==> src/rtl/knn_ram.sv <==
`timescale 1ns / 1ps
`default_nettype none
module knn_ram #(
  parameter int WIDTH = 16,
  parameter int DEPTH = 64
) (
  input  wire logic                                   clk,
  input  wire logic                                   we,
  input  wire logic [(DEPTH > 1 ? $clog2(DEPTH) : 1)-1:0] waddr,
  input  wire logic [WIDTH-1:0]                       wdata,
  input  wire logic                                   re,
  input  wire logic [(DEPTH > 1 ? $clog2(DEPTH) : 1)-1:0] raddr,
  output logic      [WIDTH-1:0]                       rdata
);

  logic [WIDTH-1:0] mem [DEPTH];

  // One write port and one registered read port.
  always_ff @(posedge clk) begin
    if (we) begin
      mem[waddr] <= wdata;
    end
    if (re) begin
      rdata <= mem[raddr];
    end
  end

endmodule
`default_nettype wire

==> config.mk <==
export PLATFORM = sky130hd
export DESIGN_NAME = knn_ram
export DESIGN_NICKNAME = d
export VERILOG_FILES = /design/src/rtl/knn_ram.sv
export SDC_FILE = /design/constraint.sdc
export NUM_CORES = 1
export LEC_CHECK = 0
export ABC_CLOCK_PERIOD_IN_PS = 3300
export BUFFER_PORTS_ARGS = -buffer_cell sky130_fd_sc_hd__buf_4
export CORE_AREA = 2 2 302 304
export DETAILED_ROUTE_END_ITERATION = 8
export DIE_AREA = 0 0 304 306
export GPL_ROUTABILITY_DRIVEN = 0
export MAX_ROUTING_LAYER = met4
export PLACE_DENSITY = 0.68
export SLEW_MARGIN = 30
export SYNTH_ARGS = -nofsm -noshare
export SYNTH_HDL_FRONTEND = slang
export SYNTH_SLANG_ARGS = --single-unit
==> constraint.sdc <==
create_clock -name clk -period 3.3 [get_ports clk]
set_input_delay 0.825 -clock clk [delete_from_list [all_inputs] [get_ports clk]]
set_output_delay 0.825 -clock clk [all_outputs]
set_load 0.005 [all_outputs]
==> flow_summary.json <==
{
  "reg2reg_to": "rdata[14]",
  "place_area_um2": 42700,
  "cap_violations": 0,
  "status": "complete, no violations",
  "p_leak_uw": 0.0147,
  "dp_hpwl_um": 56000,
  "synth_top_family_by_area": "multiplexers",
  "finalInstanceArea_um2": 46200,
  "hold_viol_final": 0,
  "critPathMaxFanout": 40,
  "synth_area_leaders": "edfxtp_1 78%, mux4_2 12%, mux2i_1 2.1%",
  "fp.coreArea_um2": 89600,
  "synth_flop_cell": "edfxtp_1",
  "timing.reg2reg.setup_slack_ps": 1150,
  "num_io_pins": 47,
  "clk_latency_ps": 650,
  "synth_top_area_share_pct": 77.7,
  "nets": 2070,
  "cts_made_buffers": 103,
  "worst_hold_path_type": "in -> reg",
  "syn_inst": 1829,
  "post_cts.repair.setup_buffers": 0,
  "drt_first_pass_iters": 6,
  "drive_above_1_share_pct": 29.1,
  "synthAdderAreaFrac_pct": 0,
  "vdd_drop_max_uv": 463,
  "cts_tree": "built",
  "worst_pin_slew_ps": 853,
  "yosysWarnings": 0,
  "p_total_uw": 27800,
  "n_fill_cell": 6831,
  "period_needed_ps": 2730,
  "cts_max_path_buffers": 3,
  "hold_depth": 1,
  "combPwrFrac_pct": 5.1,
  "die_area_um2": 93000,
  "initialDrtViolationCount": 2834,
  "synth_top_cell_by_area": "edfxtp_1",
  "drv_slew": 0,
  "crit_arrival_ps": 3110,
  "rows": 110,
  "internal_power_uw": 22100,
  "syn-num-nets": 1860,
  "synth.area.mux_share_pct": 15.5,
  "antenna_found_initial": 7,
  "reg2reg_from": "mem[15][14]",
  "setup_slack_ps": 570,
  "grt_max_degree": 65,
  "whs_ps": 574,
  "synth.avg_cell_area_um2": 22.0,
  "finalSetupTns_ps": 0,
  "rsz0062_at_grt": "no",
  "grt_pass1_vias": 19600,
  "drc": 0,
  "p_switching_uw": 5740,
  "clock.fmax_mhz": 366,
  "htreeDepth": 3,
  "p_seq_share_pct": 52.8,
  "cts_sinks": 1040,
  "area_delta_synth_final_pct": 14.8,
  "synthesis.area_um2": 40200,
  "worstPathRequired_ps": 3680,
  "vias": 19600,
  "critical_path_class": "in -> reg",
  "wirelength_um": 94000,
  "synth_compound_area_share_pct": 2.40,
  "async_flop_share_pct": 0,
  "start_util_pct": 44.9,
  "yosys.area_share.simple_pct": 2.64,
  "avgRoutedWirePerCell_um": 28.4,
  "die_x_um": 304,
  "worstHoldStart": "re",
  "fin_crit_sh_pct": 82.7,
  "grt_pass1_wl_um": 137000,
  "preCtsSetupSlack_ps": -73.0,
  "clkPwrFrac_pct": 42.1,
  "synth_edf_count": 1040,
  "end_kind": "flop",
  "synth-seq-cells": 1040,
  "setup_viol": 0,
  "drtAntennaViolNets": 0,
  "hold_end": "rdata[14]",
  "r2r_cells": 5,
  "postCtsHoldBufs": 0,
  "die_h_um": 306,
  "p_sw_share_pct": 20.6,
  "clk_pin_slew_ps": 60,
  "power.density_nw_per_um2": 603,
  "grt_overflow": 0,
  "track_usage_pct": 20.8,
  "ys_seq_area_share_pct": 77.7,
  "cp-start-kind": "primary input",
  "relSlewSlack_pct": 43.2,
  "clock_skew_ps": 22.4,
  "io_buffers": 46,
  "root_buffer": "clkbuf_16",
  "via_per_inst": 5.93,
  "synth.distinct_cells": 42,
  "synth_xor_area_share_pct": 0,
  "cts_resized": 0
}
-- per-layer routing --
metal / routed length, um / GRT usage (%) / part of all wire [%] / up-vias
li1: - / - / - / 8127
met1: 37500 / 28.4 / 40 / 10400
met2: 45700 / 32.3 / 49 / 955
met3: 8020 / 3.76 / 8.5 / 154
met4: 2800 / 6.57 / 3.0 / 0
met5: 0 / - / 0 / -
-- final cells by class --
class,instances,area [um^2],share of cell area [%]
sequential,1040,31200,67.7
multi-input combinational,685,8250,17.9
clock buffer,122,2710,5.88
timing repair buffer,209,1770,3.84
tap,1176,1470,3.19
clock inverter,69,692,1.50
antenna,8,20.0,0.0434
-- state kept, by name, summed over array words and instances (netlist names) --
name and cells:
mem 1024, rdata 16
-- worst max-delay path by stage --
stage	from	to	slack, ps	depth (start not counted)
detailed placement	raddr[1]	rdata[14]	-70	7
CTS	raddr[1]	rdata[14]	620	7
global placement	raddr[1]	rdata[14]	-50	7
floorplan	waddr[3]	mem[48][0]	440	4
finish	raddr[1]	rdata[12]	570	7
global route	raddr[1]	rdata[14]	560	7
-- cell usage in the layout, fill, tap and decap left out, drive strengths merged, types with 6 or more instances in the layout --
cell / n
a221o: 6
a31oi: 8
a22o: 6
buf: 208
clkbuf: 123
a22oi: 39
clkinv: 49
mux2i: 85
mux4: 224
mux2: 27
o21ai: 8
diode: 8
a211o: 8
a311oi: 8
edfxtp: 1040
a211oi: 8
bufinv: 13
nand3: 24
nor2b: 30
nand2: 60
nor2: 74
nand4: 12
a221oi: 16
a21oi: 17
-- power by group through the flow --
stage | logic (uW) | clock network [uW] | registers (uW)
floorplan | 757 | 0 | 15000
detailed placement | 1430 | 0 | 15000
finish | 1420 | 11700 | 14700
CTS | 1430 | 11900 | 14700
global route | 1500 | 12400 | 14700
global placement | 1400 | 0 | 15000
-- synthesized netlist by cell type, types with 6 or more instances --
master    instances
edfxtp_1       1040
mux4_2          220
mux2i_1          85
nor2_1           72
nand2_1          59
a22oi_1          39
buf_2            36
nor2b_1          30
mux2_2           27
clkbuf_1         24
nand3_1          24
a21oi_1          17
buf_6            17
a221oi_1         16
buf_4            13
nand4_1          12
a211o_1           8
a211oi_1          8
a311oi_1          8
a31oi_1           8
a221o_1           6
a22o_1            6
-- stage by stage --
stage / cells / utilization (%)
2_1_floorplan: 1829 / -
3_3_place_gp: 3110 / 47.7
3_5_place_dp: 3110 / 47.7
4_1_cts: 3301 / 51.5
5_1_grt: 3307 / 51.5
6_report: 3309 / 51.5
-- cells by family after synthesis --
group,count (synthesis)
mux,336
simple gates,220
compound gates,129
flops,1040
buf+inv,104
-- critical path, stage by stage --
cell and delay (ps):
buf_6 430, buf_4 400, mux4_2 380, mux2_2 290, nand2_1 70, nand4_1 300
and4_1 350
Power figures use the tool's default switching activity.
