## config.mk

```make
export PLATFORM = sky130hd
export DESIGN_NAME = knn_back
export DESIGN_NICKNAME = d
export VERILOG_FILES = /design/src/rtl/knn_pkg.sv /design/src/rtl/knn_back.sv
export SDC_FILE = /design/constraint.sdc
export NUM_CORES = 2
export LEC_CHECK = 0
export BUFFER_PORTS_ARGS = -buffer_cell sky130_fd_sc_hd__buf_2
export CAP_MARGIN = 30
export CORE_AREA = 4 4 461 417
export CTS_CLUSTER_SIZE = 12
export DETAILED_ROUTE_END_ITERATION = 6
export DIE_AREA = 0 0 465 421
export PLACE_DENSITY_LB_ADDON = 0.12
export SKIP_LAST_GASP = 1
export SYNTH_ARGS = -nofsm -noshare
export SYNTH_HDL_FRONTEND = slang
export SYNTH_SLANG_ARGS = --single-unit
```

## constraint.sdc

```tcl
create_clock -name clk -period 23.8 [get_ports clk]
set_clock_uncertainty 0.05 [all_clocks]
set_input_delay 5.95 -clock clk [delete_from_list [all_inputs] [get_ports clk]]
set_output_delay 5.95 -clock clk [all_outputs]
set_load 0.05 [all_outputs]
```

## src/rtl/knn_pkg.sv

```systemverilog
`timescale 1ns / 1ps
`default_nettype none
package knn_pkg;

  // Default sizes of the store.
  localparam int CAPACITY_DEF = 1024;
  localparam int DIM_MAX_DEF  = 64;
  localparam int K_MAX_DEF    = 16;

  // Fixed field widths of the ports.
  localparam int VALUE_BITS = 16;
  localparam int ID_BITS    = 10;
  localparam int CNT_BITS   = 11;
  localparam int DIST_BITS  = 38;
  localparam int K_BITS     = 5;
  localparam int IDX_BITS   = 6;
  localparam int DIM_BITS   = 7;
  localparam int LEN_BITS   = 11;
  localparam int SQ_BITS    = 33;

  // Depth of the command queue between front and back.
  localparam int QUEUE_DEPTH = 4;

  typedef enum logic [1:0] {
    OP_INSERT = 2'd0,
    OP_QUERY  = 2'd1,
    OP_CLEAR  = 2'd2,
    OP_READ   = 2'd3
  } op_t;

  typedef enum logic [1:0] {
    KIND_INSERT    = 2'd0,
    KIND_NEIGHBOUR = 2'd1,
    KIND_READ      = 2'd2,
    KIND_CLEAR     = 2'd3
  } kind_t;

  typedef enum logic [1:0] {
    ST_OK       = 2'd0,
    ST_MISMATCH = 2'd1,
    ST_FULL     = 2'd2,
    ST_RANGE    = 2'd3
  } status_t;

  typedef enum logic [1:0] {
    CMD_RESULT = 2'd0,
    CMD_READ   = 2'd1,
    CMD_SCAN   = 2'd2
  } cmd_type_t;

  // Work handed from the front to the back.
  typedef struct packed {
    cmd_type_t             ctype;
    kind_t                 kind;
    status_t               status;
    logic [ID_BITS-1:0]    vec_id;
    logic [CNT_BITS-1:0]   count;
    logic [LEN_BITS-1:0]   len;
    logic [K_BITS-1:0]     k;
    logic [ID_BITS-1:0]    read_id;
    logic [IDX_BITS-1:0]   read_index;
  } cmd_t;

endpackage
`default_nettype wire

```

## src/rtl/knn_back.sv

```systemverilog
`timescale 1ns / 1ps
`default_nettype none
module knn_back
  import knn_pkg::*;
#(
  parameter int CAPACITY = CAPACITY_DEF,
  parameter int DIM_MAX  = DIM_MAX_DEF,
  parameter int K_MAX    = K_MAX_DEF
) (
  input  wire logic                   clk,
  input  wire logic                   rst,
  input  wire logic                   cmd_valid,
  input  cmd_t                        cmd,
  output logic                        pop,
  output logic                        idle,
  output logic                        st_re,
  output logic [(CAPACITY > 1 ? $clog2(CAPACITY) : 1) + (DIM_MAX > 1 ? $clog2(DIM_MAX) : 1)-1:0]
                                      st_raddr,
  input  wire logic [VALUE_BITS-1:0]  st_rdata,
  output logic                        qb_re,
  output logic [(DIM_MAX > 1 ? $clog2(DIM_MAX) : 1)-1:0] qb_raddr,
  input  wire logic [VALUE_BITS-1:0]  qb_rdata,
  output logic                        out_valid,
  input  wire logic                   out_stall,
  output logic [1:0]                  kind,
  output logic [1:0]                  status,
  output logic [ID_BITS-1:0]          vec_id,
  output logic [DIST_BITS-1:0]        distance,
  output logic [VALUE_BITS-1:0]       data,
  output logic [CNT_BITS-1:0]         stored_count,
  output logic                        final_res
);

  localparam int ID_W  = CAPACITY > 1 ? $clog2(CAPACITY) : 1;
  localparam int DIM_W = DIM_MAX > 1 ? $clog2(DIM_MAX) : 1;
  localparam int KI_W  = K_MAX > 1 ? $clog2(K_MAX) : 1;

  typedef enum logic [2:0] {
    S_IDLE,
    S_READ,
    S_ISSUE,
    S_DRAIN,
    S_EMIT
  } state_t;

  state_t              state;
  cmd_t                cur;
  logic [ID_W-1:0]     vi;
  logic [DIM_W-1:0]    ci;
  logic [KI_W-1:0]     e;
  logic                slot_free;
  logic                load_out;
  logic                last_c;
  logic                last_v;
  logic [K_BITS-1:0]   nemit;
  logic                emit_last;

  // Distance pipeline.
  logic                  p1;
  logic                  p1_last;
  logic [ID_W-1:0]       p1_id;
  logic                  p2;
  logic                  p2_last;
  logic [ID_W-1:0]       p2_id;
  logic [SQ_BITS-1:0]    sq;
  logic [DIST_BITS-1:0]  acc;
  logic                  dv;
  logic [DIST_BITS-1:0]  dd;
  logic [ID_W-1:0]       did;
  logic signed [VALUE_BITS:0]       diff;
  logic signed [2*VALUE_BITS+1:0]   prod;

  // Sorted best list.
  logic [DIST_BITS-1:0] dist_l [K_MAX];
  logic [ID_BITS-1:0]   id_l   [K_MAX];
  logic [K_MAX-1:0]     ins;

  assign slot_free = !out_valid || !out_stall;
  assign idle      = (state == S_IDLE);
  assign pop       = (state == S_IDLE) && cmd_valid
                  && (cmd.ctype != CMD_RESULT || slot_free);
  assign last_c    = LEN_BITS'(ci) == cur.len - 1'b1;
  assign last_v    = CNT_BITS'(vi) == cur.count - 1'b1;
  assign nemit     = ({6'b0, cur.k} < cur.count) ? cur.k : K_BITS'(cur.count);
  assign emit_last = K_BITS'(e) == nemit - 1'b1;

  // A new result enters the output register in this cycle.
  assign load_out  = ((state == S_IDLE) && pop && cmd.ctype == CMD_RESULT)
                  || ((state == S_READ || state == S_EMIT) && slot_free);

  // Memory reads: one component pair per cycle while scanning.
  always_comb begin
    st_re    = (pop && cmd.ctype == CMD_READ) || (state == S_ISSUE);
    qb_re    = (state == S_ISSUE);
    qb_raddr = ci;
    if (state == S_ISSUE) begin
      st_raddr = {vi, ci};
    end else begin
      st_raddr = {ID_W'(cmd.read_id), DIM_W'(cmd.read_index)};
    end
  end

  // Difference and square of one component pair.
  assign diff = $signed({qb_rdata[VALUE_BITS-1], qb_rdata})
              - $signed({st_rdata[VALUE_BITS-1], st_rdata});
  assign prod = diff * diff;

  always_ff @(posedge clk) begin
    if (rst) begin
      p1 <= 1'b0;
      p2 <= 1'b0;
      dv <= 1'b0;
    end else begin
      p1 <= (state == S_ISSUE);
      p2 <= p1;
      dv <= p2 && p2_last;
    end
  end

  always_ff @(posedge clk) begin
    p1_last <= last_c;
    p1_id   <= vi;
    p2_last <= p1_last;
    p2_id   <= p1_id;
    sq      <= SQ_BITS'(prod);
    if (state == S_IDLE) begin
      acc <= '0;
    end else if (p2) begin
      if (p2_last) begin
        acc <= '0;
        dd  <= acc + DIST_BITS'(sq);
        did <= p2_id;
      end else begin
        acc <= acc + DIST_BITS'(sq);
      end
    end
  end

  // Insertion: entries at or beyond the current id are still empty.
  always_comb begin
    for (int j = 0; j < K_MAX; j++) begin
      ins[j] = (32'(j) >= 32'(did)) || (dd < dist_l[j]);
    end
  end

  for (genvar g = 0; g < K_MAX; g++) begin : g_slot
    always_ff @(posedge clk) begin
      if (dv && ins[g]) begin
        if (g == 0) begin
          dist_l[g] <= dd;
          id_l[g]   <= ID_BITS'(did);
        end else if (!ins[(g == 0) ? 0 : g-1]) begin
          dist_l[g] <= dd;
          id_l[g]   <= ID_BITS'(did);
        end else begin
          dist_l[g] <= dist_l[(g == 0) ? 0 : g-1];
          id_l[g]   <= id_l[(g == 0) ? 0 : g-1];
        end
      end
    end
  end

  // Sequencer and output register.
  always_ff @(posedge clk) begin
    if (rst) begin
      state     <= S_IDLE;
      out_valid <= 1'b0;
      vi        <= '0;
      ci        <= '0;
      e         <= '0;
    end else begin
      // The result register fills on a load and empties when its transaction is taken.
      if (load_out) begin
        out_valid <= 1'b1;
      end else if (!out_stall) begin
        out_valid <= 1'b0;
      end
      unique case (state)
        S_IDLE: begin
          if (pop) begin
            cur <= cmd;
            vi  <= '0;
            ci  <= '0;
            unique case (cmd.ctype)
              CMD_READ: state <= S_READ;
              CMD_SCAN: state <= S_ISSUE;
              default: begin
                kind         <= cmd.kind;
                status       <= cmd.status;
                vec_id       <= cmd.vec_id;
                distance     <= '0;
                data         <= '0;
                stored_count <= cmd.count;
                final_res    <= 1'b1;
              end
            endcase
          end
        end
        S_READ: begin
          if (slot_free) begin
            kind         <= KIND_READ;
            status       <= ST_OK;
            vec_id       <= '0;
            distance     <= '0;
            data         <= st_rdata;
            stored_count <= cur.count;
            final_res    <= 1'b1;
            state        <= S_IDLE;
          end
        end
        S_ISSUE: begin
          if (last_c) begin
            ci <= '0;
            vi <= vi + 1'b1;
            if (last_v) begin
              state <= S_DRAIN;
            end
          end else begin
            ci <= ci + 1'b1;
          end
        end
        S_DRAIN: begin
          if (!p1 && !p2 && !dv) begin
            e     <= '0;
            state <= S_EMIT;
          end
        end
        S_EMIT: begin
          if (slot_free) begin
            kind         <= KIND_NEIGHBOUR;
            status       <= ST_OK;
            vec_id       <= id_l[e];
            distance     <= dist_l[e];
            data         <= '0;
            stored_count <= cur.count;
            final_res    <= emit_last;
            if (emit_last) begin
              state <= S_IDLE;
            end else begin
              e <= e + 1'b1;
            end
          end
        end
        default: state <= S_IDLE;
      endcase
    end
  end

  a_emit_drained: assert property (@(posedge clk) disable iff (rst)
      state == S_EMIT |-> (!p1 && !p2 && !dv))
    else $error("neighbours emitted before the scan pipeline drained");
  a_pop_idle: assert property (@(posedge clk) disable iff (rst) pop |-> state == S_IDLE)
    else $error("command taken while the back is busy");
  a_insert_in_scan: assert property (@(posedge clk) disable iff (rst)
      dv |-> (state == S_ISSUE || state == S_DRAIN))
    else $error("distance finished outside a scan");
  a_issue_follows: assert property (@(posedge clk) disable iff (rst)
      (state == S_ISSUE) |=> p1)
    else $error("issued read did not enter the pipeline");

endmodule
`default_nettype wire

```

==> out/metrics.cfg <==
[run_status]
outcome = completed

[setup_path]
critPathKind = in -> reg
end_kind = flip-flop
path_max_fanout = 16
worstSetupStartpoint = qb_rdata[0]
rrSetupSlack_ps = 18140
slowest_delay_ps = 570
r2r-end = dist_l[3][14]$_DFFE_PP_
reg2reg_from = dd[0]$_DFFE_PP_
worstPathRequired_ps = 24420
critPathCapture = sq[32]$_DFF_P_
crit_top_cell = fa_1
cp.arrival_ps = 14590
startpoint_type = input port
cpMaxStageDelayCell = fa_1
r2r_cells = 11

[drt]
wirelength_mm = 229
routedWlPerCell_um = 25.2
drt_pre_antenna_iters = 6
drc = 0
postRouteAntennaNets = 0
vias = 50100
drt_iter0_drc = 3956
vias_per_cell = 5.52

[placement]
dp_cells = 8847
hpwl_mm = 165
io_buffers = 201
place_area_um2 = 79100
dp_worst_setup_slack_ps = 9040
place_congestion = 0.878

[clocking]
cts_inserted_buffers = 121
clk_pin_slew_ps = 60
ctsHoldBuffers = 0
cts_sinks = 1046
cts_buffer_depth = 3
cts_htree_levels = 3
cts_setup_buffers = 0
cts_root_buf = clkbuf_16
postCtsResizedCells = 0
clk_latency_ps = 800
cts_tree = built

[logic_synthesis]
yosys.area.top_type = edfxtp_1
synth.distinct_cells = 95
synth_area_per_cell_um2 = 12.0
synth_nets = 7331
synth_seq_area_share = 0.404
yosysMostFrequentCell = inv_1
synthTopCellsByArea = edfxtp_1, ha_1, mux2_2
synthFlopType = edfxtp_1
syn_inst = 6237
syn_area_um2 = 74700
async_reset_ff_frac = 0
synth_top_area_share = 0.371
synth_common_cells = inv_1, edfxtp_1, ha_1
yosysWarnings = 0
ys_seq_elements = 1046
synth_edf_count = 923

[finish]
drive_gt1_frac = 0.228
multi_input_area_um2 = 39800
area_growth_syn_to_layout_pct = 11.3
regArea_um2 = 30200
fin_cells = 9079
fin_util = 0.443
nNetsFinal = 7544
final_cell_area_um2 = 83100
fill_cells = 17400

[floorplan]
rows = 151
coreArea_um2 = 188000
dieArea_um2 = 196000
io_pins = 202
start_util = 0.398
fp.dieH_um = 421
die_w_um = 465

[power]
ir_worst_vdd_mv = 0.600
p_leak_nw = 34.9
power_density_nw_per_um2 = 152

[global_routing]
grt_max_degree = 80
grt_pass1_wl_mm = 341
antenna_found_initial = 8
grt_pass1_vias = 51600
track_usage = 0.231
grt_remaining_overflow = 0

[timing]
clock.fmax_mhz = 71.6
hold_viol = 0
timing.final.crit_share = 0.587
setup_ws_ps = 9830
min_period_ps = 13970
worstMarginPinSlew_ps = 1340
slew_viol_final = 0
rsz0062_at_grt = false
finalSetupViolCount = 0
fin_setup_tns_ps = 0
slew_headroom = 0.109

[flow_run]
maxCapViolations = 0

[worst_hold_path]
hold_class = reg -> reg

-- critical path: cells and delay by family --
kind | cells | cell delay, ps
adders and majority gates | 9 | 4100
AOI/OAI and AO/OA | 14 | 3000
buffers and inverters | 7 | 870
and+or+nand+nor | 2 | 550
xor gates and xnor gates | 1 | 130
-- cell families (layout without fill, tap and decap cells) --
family / after synthesis / count (layout) / synth area share
AO/OA/AOI/OAI: 884 / 884 / 0.0790
XOR/XNOR: 126 / 126 / 0.0148
adder cells (fa/ha/maj): 999 / 999 / 0.194
buffers and inverters: 1267 / 1584 / 0.0662
flip-flops: 1046 / 1046 / 0.404
multiplexers: 955 / 955 / 0.180
other: 0 / 1 / 0
AND/OR/NAND/NOR: 960 / 960 / 0.0618
-- layout make-up --
cell class,count,share of cell area
clock buffers,158,0.0388
clock inverters,69,0.00828
repair buffers,324,0.0258
flip-flops and latches,1046,0.363
inverters,1033,0.0466
diodes,1,0.0000301
multi-input cells,3924,0.479
well taps,2524,0.0380
-- worst min-delay path by stage --
stage | startpoint | to | slack, ps | cells past startpoint
2_1_floorplan | p1_id[0]$_DFF_P_ | p2_id[0]$_DFF_P_ | 260 | 0
3_3_place_gp | p1_id[6]$_DFF_P_ | p2_id[6]$_DFF_P_ | 260 | 0
3_5_place_dp | p1_id[2]$_DFF_P_ | p2_id[2]$_DFF_P_ | 260 | 0
4_1_cts | p1_id[3]$_DFF_P_ | p2_id[3]$_DFF_P_ | 280 | 0
5_1_grt | p1_id[4]$_DFF_P_ | p2_id[4]$_DFF_P_ | 280 | 0
6_report | p1_id[4]$_DFF_P_ | p2_id[4]$_DFF_P_ | 270 | 0
-- where the power goes --
part	switching [W]	total, W	internal, W
registers	0.0000214	0.00221	0.00219
clock network	0.000844	0.00188	0.00104
logic	0.00478	0.00856	0.00378
-- stage by stage --
| stage | total power (W) | hold slack (ps) |
|---|---|---|
| 6_report | 0.0127 | 274 |
| 4_1_cts | 0.0128 | 277 |
| 5_1_grt | 0.0141 | 280 |
| 3_3_place_gp | 0.0108 | 261 |
| 3_5_place_dp | 0.0109 | 262 |
| 2_1_floorplan | 0.00912 | 260 |
-- state kept, by name (all words and copies together), names as in the netlist, 11 cells and up, named ones only --
register	cells
distance	38
dist_l	608
dd	38
data	16
id_l	160
cur	27
acc	38
sq	32
stored_count	11
-- cell usage in the layout (no fill, tap or decap), types with 29 or more instances in the layout --
| cell | synthesis | final |
|---|---|---|
| a21o_1 | 162 | 162 |
| a21oi_1 | 234 | 232 |
| and2_1 | 86 | 80 |
| buf_2 | 47 | 204 |
| buf_4 | 11 | 105 |
| clkbuf_1 | 140 | 32 |
| clkbuf_16 | 0 | 122 |
| dfxtp_1 | 123 | 119 |
| edfxtp_1 | 923 | 923 |
| fa_1 | 267 | 267 |
| ha_1 | 732 | 732 |
| inv_1 | 1029 | 1029 |
| mux2_1 | 31 | 31 |
| mux2_2 | 679 | 679 |
| mux4_2 | 240 | 240 |
| nand2_1 | 284 | 275 |
| nand2b_1 | 30 | 30 |
| nand3_1 | 79 | 78 |
| nand4_1 | 97 | 97 |
| nor2_1 | 221 | 216 |
| nor2b_1 | 29 | 29 |
| nor3_1 | 54 | 53 |
| o211ai_1 | 29 | 29 |
| o21a_1 | 45 | 44 |
| o21ai_0 | 143 | 143 |
| xnor2_1 | 88 | 88 |
| xor2_1 | 38 | 38 |
-- metal layers --
layer / vias up / global-route usage / part of all wire
met3: 309 / 0.0345 / 0.050
met5: - / 0 / 0.000092
li1: 22900 / - / -
met1: 25600 / 0.318 / 0.45
met4: 4 / 0.0633 / 0.029
met2: 1267 / 0.382 / 0.47
Note: power is estimated with default switching activity, not from simulation.
