--- src/rtl/knn_pkg.sv ---
`timescale 1ns / 1ps
`default_nettype none
package knn_pkg;

  // Default sizes of the store.
  localparam int CAPACITY_DEF = 1024;
  localparam int DIM_MAX_DEF  = 64;
  localparam int K_MAX_DEF    = 16;

  // Fixed field widths of the ports.
  localparam int VALUE_BITS = 16;
  localparam int ID_BITS    = 10;
  localparam int CNT_BITS   = 11;
  localparam int DIST_BITS  = 38;
  localparam int K_BITS     = 5;
  localparam int IDX_BITS   = 6;
  localparam int DIM_BITS   = 7;
  localparam int LEN_BITS   = 11;
  localparam int SQ_BITS    = 33;

  // Depth of the command queue between front and back.
  localparam int QUEUE_DEPTH = 4;

  typedef enum logic [1:0] {
    OP_INSERT = 2'd0,
    OP_QUERY  = 2'd1,
    OP_CLEAR  = 2'd2,
    OP_READ   = 2'd3
  } op_t;

  typedef enum logic [1:0] {
    KIND_INSERT    = 2'd0,
    KIND_NEIGHBOUR = 2'd1,
    KIND_READ      = 2'd2,
    KIND_CLEAR     = 2'd3
  } kind_t;

  typedef enum logic [1:0] {
    ST_OK       = 2'd0,
    ST_MISMATCH = 2'd1,
    ST_FULL     = 2'd2,
    ST_RANGE    = 2'd3
  } status_t;

  typedef enum logic [1:0] {
    CMD_RESULT = 2'd0,
    CMD_READ   = 2'd1,
    CMD_SCAN   = 2'd2
  } cmd_type_t;

  // Work handed from the front to the back.
  typedef struct packed {
    cmd_type_t             ctype;
    kind_t                 kind;
    status_t               status;
    logic [ID_BITS-1:0]    vec_id;
    logic [CNT_BITS-1:0]   count;
    logic [LEN_BITS-1:0]   len;
    logic [K_BITS-1:0]     k;
    logic [ID_BITS-1:0]    read_id;
    logic [IDX_BITS-1:0]   read_index;
  } cmd_t;

endpackage
`default_nettype wire

--- src/rtl/knn_queue.sv ---
`timescale 1ns / 1ps
`default_nettype none
module knn_queue
  import knn_pkg::*;
(
  input  wire logic clk,
  input  wire logic rst,
  input  wire logic push,
  input  cmd_t      push_cmd,
  input  wire logic pop,
  output cmd_t      head,
  output logic      empty,
  output logic      full
);

  localparam int QA_W = $clog2(QUEUE_DEPTH);

  cmd_t            mem [QUEUE_DEPTH];
  logic [QA_W-1:0] wp;
  logic [QA_W-1:0] rp;
  logic [QA_W:0]   fill;

  assign head  = mem[rp];
  assign empty = (fill == '0);
  assign full  = (fill == (QA_W + 1)'(QUEUE_DEPTH));

  // Storage of queued commands.
  always_ff @(posedge clk) begin
    if (push) begin
      mem[wp] <= push_cmd;
    end
  end

  // Pointers and occupancy.
  always_ff @(posedge clk) begin
    if (rst) begin
      wp   <= '0;
      rp   <= '0;
      fill <= '0;
    end else begin
      if (push) begin
        wp <= wp + 1'b1;
      end
      if (pop) begin
        rp <= rp + 1'b1;
      end
      if (push && !pop) begin
        fill <= fill + 1'b1;
      end else if (pop && !push) begin
        fill <= fill - 1'b1;
      end
    end
  end

  a_no_overflow: assert property (@(posedge clk) disable iff (rst) push |-> !full)
    else $error("command pushed into a full queue");
  a_no_underflow: assert property (@(posedge clk) disable iff (rst) pop |-> !empty)
    else $error("command popped from an empty queue");
  a_fill_step: assert property (@(posedge clk) disable iff (rst)
      (push && !pop) |=> fill == $past(fill) + 1'b1)
    else $error("queue occupancy did not follow a push");

endmodule
`default_nettype wire

--- config.mk ---
export PLATFORM = sky130hd
export DESIGN_NAME = knn_queue
export DESIGN_NICKNAME = d
export VERILOG_FILES = /design/src/rtl/knn_pkg.sv /design/src/rtl/knn_queue.sv
export SDC_FILE = /design/constraint.sdc
export NUM_CORES = 1
export LEC_CHECK = 0
export BUFFER_PORTS_ARGS = -buffer_cell sky130_fd_sc_hd__buf_4
export CORE_MARGIN = 3
export CORE_UTILIZATION = 38
export CTS_CLUSTER_DIAMETER = 30
export DETAILED_ROUTE_END_ITERATION = 12
export SLEW_MARGIN = 30
export SYNTH_ARGS = -nofsm -noshare
export SYNTH_HDL_FRONTEND = slang
export SYNTH_SLANG_ARGS = --single-unit
--- constraint.sdc ---
create_clock -name clk -period 2.3 [get_ports clk]
set_input_delay 0.115 -clock clk [delete_from_list [all_inputs] [get_ports clk]]
set_output_delay 0.115 -clock clk [all_outputs]
set_load 0.02 [all_outputs]
==> results.cfg, run 1 <==
[run_status]
status = complete, no violations

[timing]
fin_ws_ns = 0.151
fmaxAchievable_mhz = 465
finClkSkew_ns = 0.0113
max_slew_margin = 0.625
slew_violations = 0
rsz0062_at_grt = no
hold_viol = 0
period_share = 0.934
worstMarginPinSlew_ns = 0.562
setup_viol = 0
finalCriticalPeriod_ns = 2.15
fin_hold_ws_ns = 0.352
setup-tns-final_ns = 0

[cts]
holdBufCountCts = 63
cts_setup_buffers = 0
cts_tree = yes
cts_buffers = 45
cts_resized = 0
clk_latency_ns = 0.51
clkTransAtPathRegs_ns = 0.05
cts-root-buf = clkbuf_16
cts_htree_levels = 2
clockBufferDepth = 3
cts_num_sinks = 245

[detailed_routing]
drc = 0
viasPerCell = 4.79
drt_first_pass_iters = 4
wire_per_inst_um = 19.1
drt-total-wl_mm = 17.8
num_vias = 4479
first_iter_violations = 187
ant_nets = 0

[worst_setup_path]
cp_slowest_stage_delay_ns = 0.55
worst_setup_path_start_kind = flop
path_delay_family = multiplexers
critPathMaxFanout = 13
cp.arrival_ns = 2.03
crit_type = flop to primary output
cpMostUsedCell = buf_4
worstPathCellList = buf_4, mux4_2, buf_4
end_kind = primary output
crit_slowest_cell = mux4_2
reg2reg_slack_ns = 0.69
critPathRequiredTime_ns = 2.18
crit_buf_inv = 2

[yosys]
yosysWarnings = 0
synth-seq-cells = 245
synth_area_leaders = edfxtp_1, mux4_2, dfxtp_1
synth_cells = 353
synth.yosys.seq_area_share = 0.811
yosysUniqueCellTypes = 22
synth_top_area_share = 0.791
synth.avg_cell_area_um2 = 25.4
syn_area_um2 = 8960
synth_area_leader_cell = edfxtp_1
syn_nets = 422

[global_routing]
grt_max_degree = 38
grt_use_total = 0.142
grt_overflow = 0
grt_pass1_wl_mm = 28.3
grt_pass1_vias = 5176
antenna_found_initial = 0

[floorplanning]
start_util = 0.391
die_h_um = 160
io-pin-count = 124
row_count = 55
die_area_um2 = 25400
core_um2 = 22900
fp.dieW_um = 160

[placed_design]
io_buffers = 123
place_ws_ns = 0.603
routabilityCongestion = 0.678
hpwl_mm = 10.1

[layout]
multi_input_area_um2 = 1570
area_delta_synth_final_pct = 40.0
fill_cells = 1736
register_area_um2 = 7270
nets = 654
n_antenna_cell = 0
layout-drive-gt1-share = 0.432

[power_and_ir_drop]
power.leakage_nw = 4.39
power.density_nw_per_um2 = 1040
ir_drop_v = 0.000687

[run]
max-cap-violations = 0

[worst_hold_path]
hold_class = input port to flop
## cell usage after synthesis
master	count
xor2_1	3
ha_1	5
nor2_1	7
a21oi_1	1
nand2_1	1
and2_1	4
edfxtp_1	236
fa_1	1
buf_12	2
buf_4	4
nor3_1	1
mux2i_1	2
buf_2	3
xnor2_1	2
clkbuf_1	5
mux4_2	59
buf_6	1
o21ai_0	1
inv_1	4
or3_1	1
dfxtp_1	9
nor3b_1	1
## power breakdown
part	internal [W]	total, W	switching, W	leakage, nW
Sequential	0.00514	0.00521	0.0000703	2.24
Combinational	0.000652	0.00132	0.000668	1.41
Clock	0.00446	0.00647	0.00201	0.742
## stage by stage
step | utilization | std cells | power (W) | cell area (um^2)
5_1_grt | 0.547 | 935 | 0.0135 | 12500
2_1_floorplan | - | 353 | 0.00598 | 8960
4_1_cts | 0.547 | 935 | 0.0132 | 12500
3_3_place_gp | 0.453 | 788 | 0.00651 | 10400
6_report | 0.547 | 935 | 0.0130 | 12500
3_5_place_dp | 0.453 | 788 | 0.00655 | 10400
## worst paths after layout
kind,startpoint,endpoint,depth (start not counted)
setup / recovery,flop,head[18],3
hold / removal,push_cmd[27],mem[2][27],2
setup reg to reg,wp[1],mem[1][50],4
hold reg to reg,rp[1],rp[1],2
## cell usage in the layout (no fill, tap or decap)
cell           instances
xor2_1                 3
clkinv_1              10
fa_1                   1
buf_12                 8
clkbuf_16             47
dlygate4sd3_1         63
nor2_1                 7
clkinv_2               6
clkinv_4               1
mux4_2                59
o21ai_0                1
mux2i_1                2
ha_1                   5
clkbuf_1               7
edfxtp_1             236
dfxtp_4                2
nor3_1                 1
inv_1                  4
and2_4                 4
a21oi_1                1
dfxtp_1                7
nor3b_1                1
inv_6                  1
clkinvlp_4             3
xnor2_1                2
nand2_1                1
buf_4                129
bufinv_16              6
clkbuf_8               3
or3_1                  1
## sequential cells by signal, summed over array words and instances, names as in the netlist, named ones only
signal / flops
rp: 2
fill: 3
wp: 2
mem: 236
## final cells by class
cell class / count / share of cell area
sequential: 245 / 0.580
tap: 313 / 0.0312
multi-input combinational: 89 / 0.125
timing repair buffer: 200 / 0.140
clock inverter: 27 / 0.0229
clock buffer: 57 / 0.0992
inverter: 4 / 0.00120
## worst reg2reg max path, stage by stage, from the launching register on
cell     delay, ns
dfxtp_1       0.33
inv_1         0.10
ha_1          0.15
and2_4        0.42
buf_4         0.31
## logic make-up (layout without fill, tap and decap cells)
logic type | Yosys count | in the layout | share of synthesized area
buf+inv | 19 | 288 | 0.0145
xor+xnor | 5 | 5 | 0.00489
compound gates | 2 | 2 | 0.00112
fa+ha+maj | 6 | 6 | 0.00922
mux | 61 | 61 | 0.151
flops | 245 | 245 | 0.811
simple gates | 15 | 15 | 0.00824
## metal layers
layer,global-route usage,up-vias,share of wire,wire length [um]
met5,0,-,0,0
met4,0.0557,0,0.021,380
met3,0.0341,39,0.046,824
met2,0.244,126,0.52,9310
met1,0.175,2340,0.41,7330
li1,-,1974,-,-
(Power assumes the default switching activity.)
==> inputs of run 2 (changes only) <==
CORE_UTILIZATION = 51   (was 38)
CTS_CLUSTER_DIAMETER = default   (was 30)
PLACE_DENSITY = 0.75   (was default)
==> run 2 against run 1 <==
- wire length shrank 7.2%
- core utilization grew 14 points
- clock power shrank 42%
- fmax shrank 0.21%
- count of clock-buffer cells in the layout shrank 27
- critical path type unchanged
- largest power group is now sequential cells
- highest routed layer unchanged
==> results.cfg, run 2 (same netlist as run 1, synthesis figures left out) <==
[detailed_routing]
ant_nets = 0
viasPerCell = 5.40
first_iter_violations = 265
drt-total-wl_mm = 16.6
drc = 0
wire_per_inst_um = 20.7
drt_first_pass_iters = 4
num_vias = 4329

[cts]
cts_tree = yes
clk_latency_ns = 0.51
cts_buffers = 24
cts-root-buf = clkbuf_16
cts_setup_buffers = 0
clockBufferDepth = 3
cts_htree_levels = 1
cts_num_sinks = 245
clkTransAtPathRegs_ns = 0.06

[run]
max-cap-violations = 0

[power_and_ir_drop]
ir_drop_v = 0.000700
power.leakage_nw = 4.03
power.density_nw_per_um2 = 880

[layout]
top_register = mem
final_cells = 801
final_area_um2 = 11700
final_util = 0.692
layout-drive-gt1-share = 0.404
nets = 634
area_delta_synth_final_pct = 30.3
largest_reg_flops = 236
n_antenna_cell = 0
reg_top3 = mem x236, fill x3
final_cell_mix = edfxtp_1, buf_4, dlygate4sd3_1
final_common_cell = edfxtp_1

[timing]
finalCriticalPeriod_ns = 2.15
rsz0062_at_grt = no
slew_violations = 0
worstMarginPinSlew_ns = 0.460
setup-tns-final_ns = 0
max_slew_margin = 0.694
setup_viol = 0
period_share = 0.936
finClkSkew_ns = 0.00648
hold_viol = 0
fmaxAchievable_mhz = 464

[floorplanning]
start_util = 0.531
row_count = 47
die_h_um = 139
fp.dieW_um = 139
io-pin-count = 124
die_area_um2 = 19200
core_um2 = 16900

[global_routing]
grt_pass1_wl_mm = 26.5
grt_util_met3 = 0.0342
grtUsageMet1 = 0.236
grt_overflow = 0
top_usage_layer = met2
grt_use_total = 0.176
grt.met2_usage = 0.302
grt_pass1_vias = 4727
grt_max_degree = 27
antenna_found_initial = 0

[worst_setup_path]
worstPathCellList = buf_4, mux4_2, buf_4
crit_buf_inv = 2
end_kind = primary output
crit_type = flop to primary output
cp_slowest_stage_delay_ns = 0.54
cp.arrival_ns = 2.04
worst_setup_path_start_kind = flop
critPathRequiredTime_ns = 2.18
cpMostUsedCell = buf_4
crit_slowest_cell = mux4_2
path_delay_family = multiplexers
critPathMaxFanout = 13

[run_status]
status = complete, no violations

[placed_design]
hpwl_mm = 10.5
numPlacedInstances = 697
io_buffers = 123
routabilityCongestion = 0.714
placed_cell_area_um2 = 10300

[worst_hold_path]
hold_class = input port to flop
==> run 2: changes by cell type in the layout (fill, tap and decap cells not counted), moves of 3 or more <==
cell and delta:
bufinv_16 -3, clkbuf_16 -23, clkbuf_8 -3, clkinv_1 -5, clkinv_2 -3, clkinvlp_4 -3
==> run 2: cell type report <==
class                      count  area, um^2
clock buffer                  30         623
clock inverter                12         140
fill                        1030        5210
inverter                       4        15.0
multi-input combinational     89        1570
sequential                   245        7270
tap                          220         275
timing repair buffer         201        1780
==> run 2: layer usage <==
layer	vias to the layer above	routed length, um
met3	34	819
met4	0	405
met1	2224	6690
met2	146	8640
met5	-	0
li1	1925	-
==> run 2: report_power, final <==
group	leakage (nW)	total (W)	internal, W	switching [W]
clock	0.372	0.00374	0.00225	0.00149
combinational	1.42	0.00132	0.000664	0.000652
sequential	2.24	0.00521	0.00512	0.0000847
==> run 2: worst register-to-register path: stages, from the launching register on <==
cell,delay (ns)
dfxtp_1,0.35
inv_1,0.11
ha_1,0.16
and2_4,0.41
buf_4,0.32
==> run 2: stage by stage <==
step	total power (W)	setup WS [ns]	hold slack (ns)
final	0.0103	0.146	0.352
after global routing	0.0107	0.0201	0.335
after CTS	0.0104	0.0796	0.331
after detailed placement	0.00655	0.629	0.318
after global placement	0.00651	0.664	0.313
after floorplan	0.00598	0.580	0.214
==> run 2: what timing repair did <==
item                                   in CTS  in global routing
endpoints found under the hold margin     245                  0
resized for setup                           0                  0
hold buffers                               62                  0
==> run 2: path summary, 6_finish.rpt <==
| kind | startpoint | to | slack (ns) | depth (start not counted) |
|---|---|---|---|---|
| hold reg to reg | fill[2] | fill[2] | 0.55 | 2 |
| setup reg to reg | wp[0] | mem[2][15] | 0.65 | 4 |
| hold / removal | push_cmd[36] | mem[3][36] | 0.35 | 2 |
| setup / recovery | flop | head[31] | 0.15 | 3 |
==> inputs of run 3 (changes only) <==
CORE_UTILIZATION = 46   (was 51)
PLACE_DENSITY = 0.69   (was 0.75)
==> run 3 against run 2 <==
- hold slack better by 0.0014 ns
- count of clock-buffer cells in the layout down 2
- sequential share of layout area down 0.27 points
- setup slack worse by 0.012 ns
- non-clock buffer count down 2
- die area up 10%
- largest cell class unchanged
- critical path type unchanged
- wire length up 0.43%
- combinational power about the same
- critical endpoint is now head[50]
- first-iteration DRC count down 10%
==> results.cfg, run 3 (same netlist as run 1, synthesis figures left out) <==
[placed_design]
io_buffers = 123
place_ws_ns = 0.610
hpwl_mm = 10.0
routabilityCongestion = 0.686
numPlacedInstances = 734

[global_routing]
grt_overflow = 0
grt_use_total = 0.160
antenna_found_initial = 0
grt_pass1_vias = 4681
grt_pass1_wl_mm = 26.9
grt_max_degree = 30

[floorplanning]
core_um2 = 18900
fp.dieW_um = 146
die_h_um = 146
io-pin-count = 124
row_count = 50
start_util = 0.474
die_area_um2 = 21200

[power_and_ir_drop]
power.density_nw_per_um2 = 884
power.leakage_nw = 4.03
ir_drop_v = 0.000631

[cts]
clk_latency_ns = 0.50
cts_tree = yes
clkTransAtPathRegs_ns = 0.06
clockBufferDepth = 3
cts_htree_levels = 1
cts_num_sinks = 245
cts-root-buf = clkbuf_16
cts_buffers = 25

[worst_hold_path]
hold_class = input port to flop

[layout]
multi_input_area_um2 = 1570
largest_reg_flops = 236
final_common_cell = edfxtp_1
register_area_um2 = 7270
area_delta_synth_final_pct = 30.9
layout-drive-gt1-share = 0.405
top_register = mem
reg_top3 = mem x236, fill x3
nets = 633
final_cells = 842
final_cell_mix = edfxtp_1, buf_4, dlygate4sd3_1
final_util = 0.621
n_antenna_cell = 0
fill_cells = 1320

[detailed_routing]
wire_per_inst_um = 19.7
drt_first_pass_iters = 4
ant_nets = 0
drc = 0
m1WireLength_mm = 6.90
highest_layer = met4
first_iter_violations = 238
drt-total-wl_mm = 16.6
wl_met2_mm = 8.41
viasPerCell = 5.08
route.met3.wl_mm = 1.05
num_vias = 4275

[timing]
setup_viol = 0
finalCriticalPeriod_ns = 2.17
rsz0062_at_grt = no
worstMarginPinSlew_ns = 0.436
finClkSkew_ns = 0.00630
fmaxAchievable_mhz = 462
period_share = 0.942
fin_ws_ns = 0.134
slew_violations = 0
setup-tns-final_ns = 0
hold_viol = 0
max_slew_margin = 0.709

[worst_setup_path]
crit_type = flop to primary output
path_delay_family = flip-flops
critPathRequiredTime_ns = 2.18
crit_slowest_cell = dfxtp_4
worst_setup_path_start_kind = flop
end_kind = primary output
critPathMaxFanout = 17
cp_slowest_stage_delay_ns = 0.56
worstPathCellList = buf_12, mux4_2, buf_4
crit_buf_inv = 2
cp.arrival_ns = 2.05

[run]
max-cap-violations = 0

[run_status]
status = complete, no violations
==> run 3: cell count changes in the layout (fill, tap and decap cells not counted), sizes merged <==
| cell | delta |
|---|---|
| clkinv | +4 |
| clkinvlp | +1 |
| dlygate4sd3 | +1 |
| buf | -3 |
| clkbuf | -2 |
==> run 3: path summary, 6_finish.rpt <==
check | from | endpoint | depth (start not counted) | slack (ns)
max reg2reg | wp[0] | mem[0][29] | 4 | 0.65
min | push_cmd[15] | mem[2][15] | 2 | 0.35
min reg2reg | fill[2] | fill[2] | 2 | 0.51
max | flop | head[50] | 3 | 0.13
==> run 3: worst register-to-register path: stages (launching register included) <==
cell and delay (ns):
dfxtp_1 0.35, inv_1 0.09, ha_1 0.15, and2_4 0.43, buf_4 0.33
==> run 3: metal layers <==
metal	global-route usage	vias up
li1	-	1910
met1	0.214	2192
met2	0.274	153
met3	0.0392	20
met4	0.0318	0
met5	0	-
==> run 3: area by class of cell <==
cell class / count / area share
sequential: 245 / 0.620
timing repair buffer: 199 / 0.149
multi-input combinational: 89 / 0.134
clock buffer: 28 / 0.0543
tap: 260 / 0.0277
clock inverter: 17 / 0.0131
inverter: 4 / 0.00128
==> run 3: timing repair <==
action	4_1_cts	5_1_grt
resized for setup	0	0
hold buffers	63	0
buffers inserted	0	0
endpoints found under the hold margin	245	0
==> run 3: stage by stage <==
step | hold slack (ns) | power [W] | area [um^2]
floorplan | 0.214 | 0.00598 | 8960
global placement | 0.314 | 0.00651 | 10300
detailed placement | 0.318 | 0.00654 | 10300
CTS | 0.332 | 0.0105 | 11700
global route | 0.336 | 0.0108 | 11700
finish | 0.353 | 0.0104 | 11700
==> run 3: report_power, final <==
group	internal, W	switching (W)	leakage (nW)
Combinational	0.000656	0.000644	1.40
Clock	0.00232	0.00155	0.389
Sequential	0.00512	0.0000856	2.24
